==> config.mk <==
export PLATFORM = sky130hd
export DESIGN_NAME = bbr_div
export DESIGN_NICKNAME = d
export VERILOG_FILES = /design/src/hdl/binary_bitmap_rotator_defines.svh /design/src/hdl/bbr_pkg.sv /design/src/hdl/bbr_div.sv
export SDC_FILE = /design/constraint.sdc
export NUM_CORES = 1
export LEC_CHECK = 0
export BUFFER_PORTS_ARGS = -buffer_cell sky130_fd_sc_hd__buf_2
export CORE_MARGIN = 2
export CORE_UTILIZATION = 23
export CTS_CLUSTER_SIZE = 8
export DETAILED_ROUTE_END_ITERATION = 16
export PLACE_DENSITY = 0.49
export SYNTH_ARGS = -nofsm -noshare
export SYNTH_HDL_FRONTEND = slang
export SYNTH_SLANG_ARGS = --single-unit
==> constraint.sdc <==
create_clock -name clk -period 2.6 [get_ports clk]
set_input_delay 0.52 -clock clk [delete_from_list [all_inputs] [get_ports clk]]
set_output_delay 0.52 -clock clk [all_outputs]
set_load 0.02 [all_outputs]
==> src/hdl/binary_bitmap_rotator_defines.svh <==
// ----------------------------------------------------------------------------
// Bitmap rotator assertion macros
// Shared concurrent check shorthands for the rotator RTL.
// ----------------------------------------------------------------------------
`ifndef BINARY_BITMAP_ROTATOR_DEFINES_SVH
`define BINARY_BITMAP_ROTATOR_DEFINES_SVH

// same-cycle implication, disabled while in reset
`define BBR_ASSERT_IMPL(label, clk, rst_n, ante, cons, msg) \
  label: assert property (@(posedge clk) disable iff (!rst_n) (ante) |-> (cons)) \
    else $error(msg);

// next-cycle implication, disabled while in reset
`define BBR_ASSERT_NEXT(label, clk, rst_n, ante, cons, msg) \
  label: assert property (@(posedge clk) disable iff (!rst_n) (ante) |=> (cons)) \
    else $error(msg);

`endif

==> src/hdl/bbr_pkg.sv <==
// ----------------------------------------------------------------------------
// Bitmap rotator package
// Sizes, register and operation codes, and the divider result bundle.
// ----------------------------------------------------------------------------
`default_nettype none

package bbr_pkg;

  localparam int MAX_WIDTH   = 1024;
  localparam int MAX_HEIGHT  = 1024;
  localparam int WORD_BITS   = 32;
  localparam int WORD_LOG2   = $clog2(WORD_BITS);
  localparam int WORDS_MAX   = (MAX_WIDTH + WORD_BITS - 1) / WORD_BITS;
  localparam int STORE_DEPTH = WORDS_MAX * MAX_HEIGHT;
  localparam int ADDR_W      = $clog2(STORE_DEPTH);
  localparam int DIM_W       = 11;
  localparam int ROW_W       = $clog2(MAX_HEIGHT > MAX_WIDTH ? MAX_HEIGHT : MAX_WIDTH);
  localparam int WPR_W       = DIM_W - WORD_LOG2;
  localparam int REM_W       = WORD_LOG2;

  localparam logic [WORD_BITS-1:0] ALL_ONES = '1;

  // configuration register indexes
  localparam logic [1:0] REG_IMAGE_WIDTH   = 2'd0;
  localparam logic [1:0] REG_IMAGE_HEIGHT  = 2'd1;
  localparam logic [1:0] REG_ROTATION_MODE = 2'd2;

  // rotation modes
  localparam logic [1:0] MODE_ROT90  = 2'd0;
  localparam logic [1:0] MODE_ROT180 = 2'd1;
  localparam logic [1:0] MODE_ROT270 = 2'd2;
  localparam logic [1:0] MODE_NONE   = 2'd3;

  // request functions
  localparam logic FUNC_WRITE = 1'b0;
  localparam logic FUNC_READ  = 1'b1;

  typedef struct packed {
    logic              done;
    logic [ADDR_W-1:0] quot;
    logic [REM_W-1:0]  rem;
  } div_res_t;

endpackage

`default_nettype wire

==> src/hdl/bbr_div.sv <==
// ----------------------------------------------------------------------------
// Bitmap rotator index divider
// Restoring divider, one quotient bit per cycle: word index by words per row.
// ----------------------------------------------------------------------------
`default_nettype none

module bbr_div (
  input  logic                         clk,
  input  logic                         rst_n,
  input  logic                         start,
  input  logic [bbr_pkg::ADDR_W-1:0]   dividend,
  input  logic [bbr_pkg::WPR_W-1:0]    divisor,
  output bbr_pkg::div_res_t            res
);

  localparam int AW    = bbr_pkg::ADDR_W;
  localparam int RMW   = bbr_pkg::REM_W;
  localparam int CNT_W = $clog2(AW);

  logic             busy_r;
  logic             done_r;
  logic [CNT_W-1:0] cnt_r;
  logic [AW-1:0]    quo_r;
  logic [RMW-1:0]   rem_r;

  logic [RMW:0]     trial;
  logic [RMW:0]     diff;
  logic             ge;

  // divisor never exceeds one word of pixels, so the remainder fits RMW bits
  assign trial = {rem_r, quo_r[AW-1]};
  assign ge    = trial >= divisor;
  assign diff  = trial - divisor;

  always_ff @(posedge clk) begin
    if (!rst_n) begin
      busy_r <= 1'b0;
      done_r <= 1'b0;
      cnt_r  <= '0;
    end else begin
      done_r <= !start && busy_r && cnt_r == CNT_W'(AW - 1);
      if (start) begin
        busy_r <= 1'b1;
        cnt_r  <= '0;
        quo_r  <= dividend;
        rem_r  <= '0;
      end else if (busy_r) begin
        quo_r <= {quo_r[AW-2:0], ge};
        rem_r <= ge ? diff[RMW-1:0] : trial[RMW-1:0];
        cnt_r <= cnt_r + CNT_W'(1);
        if (cnt_r == CNT_W'(AW - 1)) begin
          busy_r <= 1'b0;
        end
      end
    end
  end

  assign res.done = done_r;
  assign res.quot = quo_r;
  assign res.rem  = rem_r;

endmodule

`default_nettype wire

# == Word-level counts from Yosys, hierarchy flattened ==
# Index checks and enable logic that the tools add are counted.
# classes
n_eq_ne,1
bitwise_logic,1
n_addsub,2
reduce_logical,6
n_mux,7
magnitude_cmp,1
# op_table
operator,n
$mux W15,2
$mux W5,2
$ge A6 B6 Y1,1
$sub A5 B5 Y5,1
$add A4 B1 Y4 const B,1
$eq A4 B4 Y1 const B,1
$mux W1,3
$logic_and A1 B1 Y1,2
$reduce_and A2 Y1,1
$reduce_bool A2 Y1,1
$reduce_or A2 Y1,1
$logic_not A1 Y1,1
$not A1 Y1,1
# totals
output_inout_bits,21
register_bits,26
elab_cells,23

# == Depth between registers and ports, before layout ==
# Gate-level depths: netlist of the first run.
# depth
ltp_word,4
mapped_depth,9

# == Worst setup path after synthesis of the first run ==
# No wires, ideal clock.
# synth_path
path_kind,register to register
from,register quo_r[14]
to,"register rem_r[3], data pin"
period_less_slack_ns,2.196
n_path_buf,1
stages_incl_launch_ff,10
setup_ns,0.269
required_ns,2.331
slack_ns,0.404
t_arrival_ns,1.926
cell_sequence,edfxtp_1 inv_1 ha_1 inv_1 fa_1 a211oi_2 o211a_4 or2_1 buf_6 o31ai_4
# synth_via
elab_chain_cells,3
# synth_rtl
item,line,rtl
"start, declared",bbr_div.sv:23,logic [AW-1:0] quo_r;
"start signal, assigned",bbr_div.sv:45,quo_r <= dividend;
"start signal, assigned",bbr_div.sv:48,"quo_r <= {quo_r[AW-2:0], ge};"
$sub A5 B5 Y5 / $ge A6 B6 Y1 (equally long branches),"bbr_div.sv:33, bbr_div.sv:32",
$mux W5 (*),bbr_div.sv:49,rem_r <= ge ? diff[RMW-1:0] : trial[RMW-1:0];
$mux W5 (*),bbr_div.sv:47,end else if (busy_r) begin
"end signal, assigned",bbr_div.sv:49,
"end, declared",bbr_div.sv:24,logic [RMW-1:0] rem_r;
# Mark *: on every way between the ends. The rest lies on a longest branch, timed or not. The select of a mux whose other input is x is not followed.
# A chain may end at the register's enable or synchronous reset.

# == Worst setup path in the final report of the first run ==
# layout_path
from,register quo_r[14]
to,"register rem_r[2], data pin"
# The elaborated chain is that of the path after synthesis.

==> flow_metrics.env, run 1 <==
export IMPL_status="completed"
export IMPL_drt_antenna_violating_nets=0
export IMPL_hold_ws_ns=0.515
export IMPL_cts_tree="built"
export IMPL_placed_cells_incl_taps=226
export IMPL_worst_setup_hold_path_clk_slew_ns=0.10
export IMPL_io_buffers=44
export IMPL_finalCriticalPeriod_ns=2.33
export IMPL_ys_ff_latch=26
export IMPL_area_delta_synth_final_pct=24.0
export IMPL_drive_gt1_frac=0.445
export IMPL_cts_resized=0
export IMPL_dr_pass1_iters=4
export IMPL_crit_start="quo_r[14]"
export IMPL_postCtsSetupBuffers=0
export IMPL_synth_warnings=0
export IMPL_required_ns=2.60
export IMPL_min_path_type="register to register"
export IMPL_worst_path_buf_inv=2
export IMPL_relSlewSlack=0.684
export IMPL_yosysUniqueCellTypes=36
export IMPL_cp_slowest_cell="edfxtp_1"
export IMPL_clock_path_buffers=2
export IMPL_min_period_over_period=0.895
export IMPL_synth_mux_area_frac=0.113
export IMPL_num_vias=951
export IMPL_n_fill_cell=634
export IMPL_antenna_found_initial=0
export IMPL_setup_violations=0
export IMPL_yosys_area_share_xor_xnor=0.0252
export IMPL_synth_compound_area_share=0.129
export IMPL_grt_pass1_wl_um=4390
export IMPL_crit_chain="inv_1 -> ha_1 -> inv_1 -> fa_1 -> a211oi_2 -> o211a_4 -> or2_1 -> a211oi_2"
export IMPL_cts_root_buf="clkbuf_8"
export IMPL_dp_hpwl_um=2030
export IMPL_ios=45
export IMPL_hold_violations=0
export IMPL_nets=189
export IMPL_cts_buffers=3
export IMPL_reg2reg_from="quo_r[14]"
export IMPL_n_antenna_cell=0
export IMPL_die_h_um=81.7
export IMPL_synth_simple_area_share=0.0747
export IMPL_drv_slew=0
export IMPL_p_leak_nw=0.707
export IMPL_holdCritStartpoint="cnt_r[1]"
export IMPL_maxCapViolCount=0
export IMPL_post_drt_wl_per_cell_um=11.7
export IMPL_critical_path_class="register to register"
export IMPL_clk_latency_ns=0.27
export IMPL_fin_skew_ns=0.0110
export IMPL_worst_slew_pin_slew_ns=0.474
export IMPL_drt_initial_drc_count=35
export IMPL_synthCells=111
export IMPL_syn_num_nets=144
export IMPL_viasPerCell=4.13
export IMPL_grt_pass1_vias=937
export IMPL_crit_fanout=6
export IMPL_grt_max_degree=21
export IMPL_core_region_area_um2=5890
export IMPL_die_area_um2=6680
export IMPL_powerDensity_nw_per_um2=552
export IMPL_start_util=0.236
export IMPL_max_freq_mhz=430
export IMPL_grt_usage=0.0847
export IMPL_grt_overflow_total=0
export IMPL_max_vdd_ir_drop_uv=180
export IMPL_ctsHtreeMaxLevel=1
export IMPL_cp_top_family="compound AO/OA/AOI/OAI gates"
export IMPL_placementRows=28
export IMPL_hold_buffers=0
export IMPL_slowest_delay_ns=0.44
export IMPL_die_x_um=81.7
export IMPL_yosysSeqAreaShare=0.518
export IMPL_startpoint_type="register"
export IMPL_finalWirelength_um=2690
export IMPL_instances_no_fill=230
export IMPL_clock_sinks=26
export IMPL_synth_area_um2=1390
export IMPL_worstPathArrival_ns=2.33
export IMPL_syn_avg_cell_area_um2=12.5
export IMPL_placed_cell_area_um2=1680
export IMPL_rsz0062_at_grt="no"
export IMPL_final_area_um2=1720
export IMPL_end_kind="register"
export IMPL_synth_top_family_by_area="compound AO/OA/AOI/OAI gates"
export IMPL_fin_setup_tns_ns=0
export IMPL_drc=0
export IMPL_finalWeightedCongestion=0.746
export IMPL_synth_adder_area_share=0.0864
-- metrics by stage --
| step | utilization | power (mW) | worst slack, ns |
|---|---|---|---|
| 6_report | 0.293 | 0.951 | 0.272 |
| 5_1_grt | 0.293 | 1.01 | 0.161 |
| 4_1_cts | 0.293 | 0.968 | 0.258 |
| 3_5_place_dp | 0.285 | 0.729 | 0.178 |
| 3_3_place_gp | 0.285 | 0.731 | 0.215 |
| 2_1_floorplan | - | 0.670 | 0.404 |
-- state kept, by name, summed over array words and instances, names as in the netlist --
| register | flops |
|---|---|
| busy_r | 1 |
| cnt_r | 4 |
| rem_r | 5 |
| done_r | 1 |
| quo_r | 15 |
-- cell usage in the layout (no fill, tap or decap), types with 2 or more instances in the layout --
master and count:
xor2_1 3, clkbuf_8 3, edfxtp_1 20, dfxtp_1 6, a21oi_1 2, nor2_1 10, inv_1 10, a211oi_2 2
buf_2 44, o21a_1 2, nand2_1 3, nor3_1 2, o21ai_0 2, nand4_1 2, ha_1 8, mux2_2 14
o211ai_1 3
-- power by group --
group | internal (mW) | switching (mW)
Sequential | 0.482 | 0.0176
Combinational | 0.0945 | 0.123
Clock | 0.110 | 0.124
-- worst paths after layout --
path,endpoint,slack [ns],cells past startpoint
worst min-delay path,cnt_r[1],0.51,2
worst min register to register,cnt_r[1],0.51,2
worst max-delay path,rem_r[2],0.27,8
worst max register to register,rem_r[2],0.27,8
-- metal layers --
| layer | track usage | up-vias | part of all wire |
|---|---|---|---|
| met1 | 0.122 | 434 | 0.50 |
| met2 | 0.128 | 24 | 0.44 |
| li1 | - | 491 | - |
| met5 | 0 | - | 0 |
| met4 | 0.0300 | 0 | 0.0037 |
| met3 | 0.0132 | 2 | 0.054 |
-- worst reg2reg max path: stages (launching register included) --
cell and delay (ns):
edfxtp_1 0.44, inv_1 0.08, ha_1 0.16, inv_1 0.06, fa_1 0.41, a211oi_2 0.28, o211a_4 0.24, or2_1 0.28
a211oi_2 0.11
-- cell type report --
type	count	area, um^2	share of cell area
sequential	26	721	0.418
multi-input combinational	69	596	0.345
timing repair buffer	45	228	0.132
tap	75	93.8	0.0544
clock buffer	4	45.0	0.0261
inverter	11	41.3	0.0239
-- cell families after synthesis --
kind of cell    after synthesis
compound gates               20
xor+xnor                      4
fa+ha+maj                     9
buf+inv                      16
flops                        26
mux                          14
simple gates                 22
-- cells in the mapped netlist --
master,instances,area share
nor4b_1,1,0.0063
buf_2,2,0.0072
o21a_1,2,0.011
o31ai_4,1,0.015
or2_2,1,0.0045
dfxtp_1,6,0.086
nand2_1,3,0.0081
fa_1,1,0.014
a211oi_1,1,0.0054
nand4_1,2,0.0090
buf_6,1,0.0081
nor3_1,2,0.0072
o21ai_0,2,0.0072
a21oi_2,1,0.0063
nand2b_1,1,0.0045
or2_1,1,0.0045
a211oi_2,2,0.018
xnor2_1,1,0.0063
o211a_4,1,0.013
o21bai_1,1,0.0054
buf_4,1,0.0054
mux2_2,14,0.11
a31o_1,1,0.0063
o211ai_1,3,0.016
nand3_1,1,0.0036
o31ai_2,1,0.0090
clkbuf_1,1,0.0027
nor2_1,10,0.027
clkinv_1,1,0.0027
inv_1,10,0.027
o21ai_1,1,0.0036
a21oi_1,2,0.0072
ha_1,8,0.072
a21o_1,1,0.0054
edfxtp_1,20,0.43
xor2_1,3,0.019
No activity file was read; power rests on OpenSTA's default activity.
==> inputs of run 2 (changes only) <==
- CORE_MARGIN: 2 -> 5
==> flow_metrics.env, run 2 (synthesis results as in run 1) <==
export IMPL_status="completed"
export IMPL_core_region_area_um2=5890
export IMPL_die_x_um=87.7
export IMPL_top_regs="quo_r: 15 flops, rem_r: 5 flops, cnt_r: 4 flops"
export IMPL_io_buffers=44
export IMPL_max_freq_mhz=430
export IMPL_grt_max_degree=19
export IMPL_min_path_type="register to register"
export IMPL_endpoint="rem_r[2]"
export IMPL_finalWirelength_um=2910
export IMPL_critical_path_class="register to register"
export IMPL_start_util=0.236
export IMPL_maxCapViolCount=0
export IMPL_n_fill_cell=626
export IMPL_drt_antenna_violating_nets=0
export IMPL_largest_reg_flops=15
export IMPL_cts_tree="built"
export IMPL_hold_buffers=0
export IMPL_drive_gt1_frac=0.449
export IMPL_max_vdd_ir_drop_uv=168
export IMPL_clk_latency_ns=0.27
export IMPL_powerDensity_nw_per_um2=549
export IMPL_viasPerCell=4.20
export IMPL_die_area_um2=7700
export IMPL_largest_register="quo_r"
export IMPL_worst_setup_hold_path_clk_slew_ns=0.09
export IMPL_final_common_cell="buf_2"
export IMPL_end_kind="register"
export IMPL_drt_initial_drc_count=25
export IMPL_placementRows=28
export IMPL_min_period_over_period=0.894
export IMPL_cts_resized=0
export IMPL_grt_pass1_vias=1029
export IMPL_ff2ff_path_depth=8
export IMPL_worstPathArrival_ns=2.34
export IMPL_grt_overflow_total=0
export IMPL_setup_ws_ns=0.275
export IMPL_cts_root_buf="clkbuf_8"
export IMPL_startpoint_type="register"
export IMPL_crit_fanout=6
export IMPL_finalPower_uw=950
export IMPL_finalWeightedCongestion=0.821
export IMPL_clock_path_buffers=2
export IMPL_hold_violations=0
export IMPL_grt_usage=0.0781
export IMPL_grt_pass1_wl_um=4770
export IMPL_ctsHtreeMaxLevel=1
export IMPL_num_vias=970
export IMPL_dp_slack_ns=0.152
export IMPL_fin_skew_ns=0.00837
export IMPL_post_drt_wl_per_cell_um=12.6
export IMPL_postCtsSetupBuffers=0
export IMPL_final_cell_mix="buf_2 (44), edfxtp_1 (20), mux2_2 (14)"
export IMPL_p_leak_nw=0.712
export IMPL_rsz0062_at_grt="no"
export IMPL_required_ns=2.61
export IMPL_fin_setup_tns_ns=0
export IMPL_die_h_um=87.7
export IMPL_relSlewSlack=0.806
export IMPL_drv_slew=0
export IMPL_dr_pass1_iters=4
export IMPL_cts_buffers=3
export IMPL_finalCriticalPeriod_ns=2.32
export IMPL_area_delta_synth_final_pct=24.6
export IMPL_setup_violations=0
export IMPL_nets=190
export IMPL_timing_rr_end="rem_r[2]"
export IMPL_clock_sinks=26
export IMPL_crit_start="quo_r[14]"
export IMPL_dp_hpwl_um=2230
export IMPL_r2r_slack_ns=0.28
export IMPL_drc=0
export IMPL_worst_slew_pin_slew_ns=0.287
export IMPL_ios=45
export IMPL_reg2reg_from="quo_r[14]"
export IMPL_antenna_found_initial=0
export IMPL_n_antenna_cell=0
run 2: metrics by stage:
stage	hold slack, ns	utilization	instances	area [um^2]
finish	0.529	0.294	231	1730
global route	0.540	0.294	231	1730
global placement	0.497	0.287	227	1690
CTS	0.524	0.294	231	1730
detailed placement	0.506	0.287	227	1690
floorplan	0.477	-	111	1390
run 2: per-layer routing:
metal  part of all wire  vias to the layer above  track usage
li1                   -                      490            -
met1               0.46                      448        0.102
met2               0.44                       28        0.121
met3              0.086                        4       0.0301
met4             0.0072                        0       0.0209
met5                  0                        -            0
run 2: where the power goes:
part           switching [mW]  total (mW)  internal, mW  leakage [nW]
logic                   0.125       0.220        0.0957         0.448
registers              0.0177       0.500         0.482         0.241
clock network           0.124       0.230         0.106        0.0231
total                   0.266       0.950         0.683         0.712
run 2: how the worst min path moves through the flow:
stage | startpoint | depth (start not counted) | slack, ns | endpoint
final | cnt_r[3] | 2 | 0.53 | done_r
after CTS | cnt_r[1] | 2 | 0.52 | cnt_r[1]
after global routing | dividend[7] | 2 | 0.54 | quo_r[7]
after floorplan | cnt_r[2] | 2 | 0.48 | done_r
after detailed placement | cnt_r[3] | 2 | 0.51 | cnt_r[3]
after global placement | cnt_r[3] | 2 | 0.50 | cnt_r[3]
run 2: critical path, stage by stage (launching register included):
cell	delay, ns
edfxtp_1	0.43
inv_1	0.07
ha_1	0.16
inv_1	0.06
fa_1	0.40
a211oi_2	0.30
o211a_4	0.25
or2_1	0.28
a211oi_2	0.11
run 2: area by class of cell:
class / count / area (um^2) / area share
well taps: 75 / 93.8 / 0.0542
clock buffers: 3 / 41.3 / 0.0238
clock inverters: 1 / 3.75 / 0.00217
flip-flops and latches: 26 / 721 / 0.416
multi-input cells: 69 / 596 / 0.344
inverters: 11 / 41.3 / 0.0238
repair buffers: 46 / 235 / 0.136
==> inputs of run 3 (changes only) <==
- REMOVE_ABC_BUFFERS: not set -> 1
==> flow_metrics.env, run 3 (synthesis results as in run 1) <==
export IMPL_largest_reg_flops=15
export IMPL_viasPerCell=4.12
export IMPL_n_fill_cell=622
export IMPL_start_util=0.236
export IMPL_placed_cell_area_um2=1690
export IMPL_drive_gt1_frac=0.455
export IMPL_rsz0062_at_grt="no"
export IMPL_nets=190
export IMPL_finalWirelength_um=2930
export IMPL_final_cell_mix="buf_2 (44), edfxtp_1 (20), mux2_2 (14)"
export IMPL_crit_top_cell="inv_1"
export IMPL_antenna_found_initial=0
export IMPL_final_common_cell="buf_2"
export IMPL_die_area_um2=7700
export IMPL_dr_pass1_iters=3
export IMPL_startpoint_type="register"
export IMPL_worst_slew_pin_slew_ns=0.304
export IMPL_finalCriticalPeriod_ns=2.32
export IMPL_grt_pass1_vias=940
export IMPL_postCtsSetupBuffers=0
export IMPL_worst_setup_hold_path_clk_slew_ns=0.09
export IMPL_die_x_um=87.7
export IMPL_drv_slew=0
export IMPL_ios=45
export IMPL_crit_chain="inv_1 -> ha_1 -> inv_1 -> fa_1 -> a211oi_2 -> o211a_4 -> or2_1 -> a21oi_1"
export IMPL_finalWeightedCongestion=0.703
export IMPL_maxCapViolCount=0
export IMPL_grt_overflow_total=0
export IMPL_finalPower_mw=1.05
export IMPL_hold_violations=0
export IMPL_placed_cells_incl_taps=227
export IMPL_drt_antenna_violating_nets=0
export IMPL_core_region_area_um2=5890
export IMPL_p_leak_nw=0.725
export IMPL_cp_slowest_cell="edfxtp_1"
export IMPL_drc=0
export IMPL_largest_register="quo_r"
export IMPL_cts_resized=0
export IMPL_clk_latency_ns=0.27
export IMPL_clock_sinks=26
export IMPL_max_vdd_ir_drop_uv=471
export IMPL_worstPathArrival_ns=2.34
export IMPL_drt_initial_drc_count=29
export IMPL_n_antenna_cell=0
export IMPL_placementRows=28
export IMPL_dp_hpwl_um=2330
export IMPL_min_period_over_period=0.891
export IMPL_status="completed"
export IMPL_cts_root_buf="clkbuf_8"
export IMPL_grt_usage=0.0756
export IMPL_slowest_delay_ns=0.44
export IMPL_critical_path_class="register to register"
export IMPL_die_h_um=87.7
export IMPL_ctsHtreeMaxLevel=1
export IMPL_finish_utilization=0.299
export IMPL_instances_no_fill=231
export IMPL_relSlewSlack=0.797
export IMPL_end_kind="register"
export IMPL_max_freq_mhz=432
export IMPL_cts_tree="built"
export IMPL_powerDensity_nw_per_um2=599
export IMPL_grt_pass1_wl_um=4600
export IMPL_top_regs="quo_r: 15 flops, rem_r: 5 flops, cnt_r: 4 flops"
export IMPL_final_area_um2=1760
export IMPL_crit_fanout=6
export IMPL_cts_buffers=3
export IMPL_hold_buffers=0
export IMPL_setup_violations=0
export IMPL_fin_setup_tns_ns=0
export IMPL_fin_skew_ns=0.00674
export IMPL_required_ns=2.62
export IMPL_num_vias=951
export IMPL_post_drt_wl_per_cell_um=12.7
export IMPL_area_delta_synth_final_pct=26.5
export IMPL_min_path_type="register to register"
export IMPL_clock_path_buffers=2
export IMPL_io_buffers=44
export IMPL_grt_max_degree=22
run 3: cell types whose count changed in the layout (fill, tap and decap cells not counted), sizes merged:
cell | before | now
bufinv | 0 | 1
clkinv | 2 | 1
run 3: per-layer routing:
metal | part of all wire | vias up | global-route usage | routed length (um)
met3 | 0.058 | 2 | 0.0235 | 171
met1 | 0.47 | 436 | 0.104 | 1370
met4 | 0.010 | 0 | 0.0126 | 30
li1 | - | 491 | - | -
met2 | 0.46 | 22 | 0.118 | 1360
met5 | 0 | - | 0 | 0
run 3: critical path: cells and delay by family (launching register included):
kind	cells	cell delay [ns]
compound gates	3	0.66
fa+ha+maj	2	0.55
flops	1	0.44
simple gates	1	0.29
buf+inv	2	0.13
run 3: final timing paths:
check                           startpoint        to  slack (ns)  depth (start not counted)
worst max-delay path             quo_r[14]  quo_r[0]        0.28                          8
worst min register to register    cnt_r[1]  cnt_r[1]        0.52                          2
worst min-delay path              cnt_r[1]  cnt_r[1]        0.52                          2
worst max register to register   quo_r[14]  quo_r[0]        0.28                          8
run 3: layout make-up:
cell class | count | area [um^2] | area share
timing repair buffer | 46 | 235 | 0.134
clock buffer | 3 | 41.3 | 0.0235
sequential | 26 | 721 | 0.410
inverter | 11 | 41.3 | 0.0235
clock inverter | 1 | 30.0 | 0.0171
tap | 75 | 93.8 | 0.0534
multi-input combinational | 69 | 596 | 0.339
run 3: through the flow:
| step | hold slack (ns) | worst slack, ns |
|---|---|---|
| after floorplan | 0.477 | 0.358 |
| after global placement | 0.500 | 0.224 |
| after detailed placement | 0.513 | 0.186 |
| after CTS | 0.522 | 0.285 |
| after global routing | 0.537 | 0.182 |
| final | 0.520 | 0.283 |
run 3: power by group:
part	total, mW	internal, mW	switching, mW
Combinational	0.220	0.0955	0.125
Sequential	0.500	0.482	0.0179
Clock	0.333	0.206	0.127
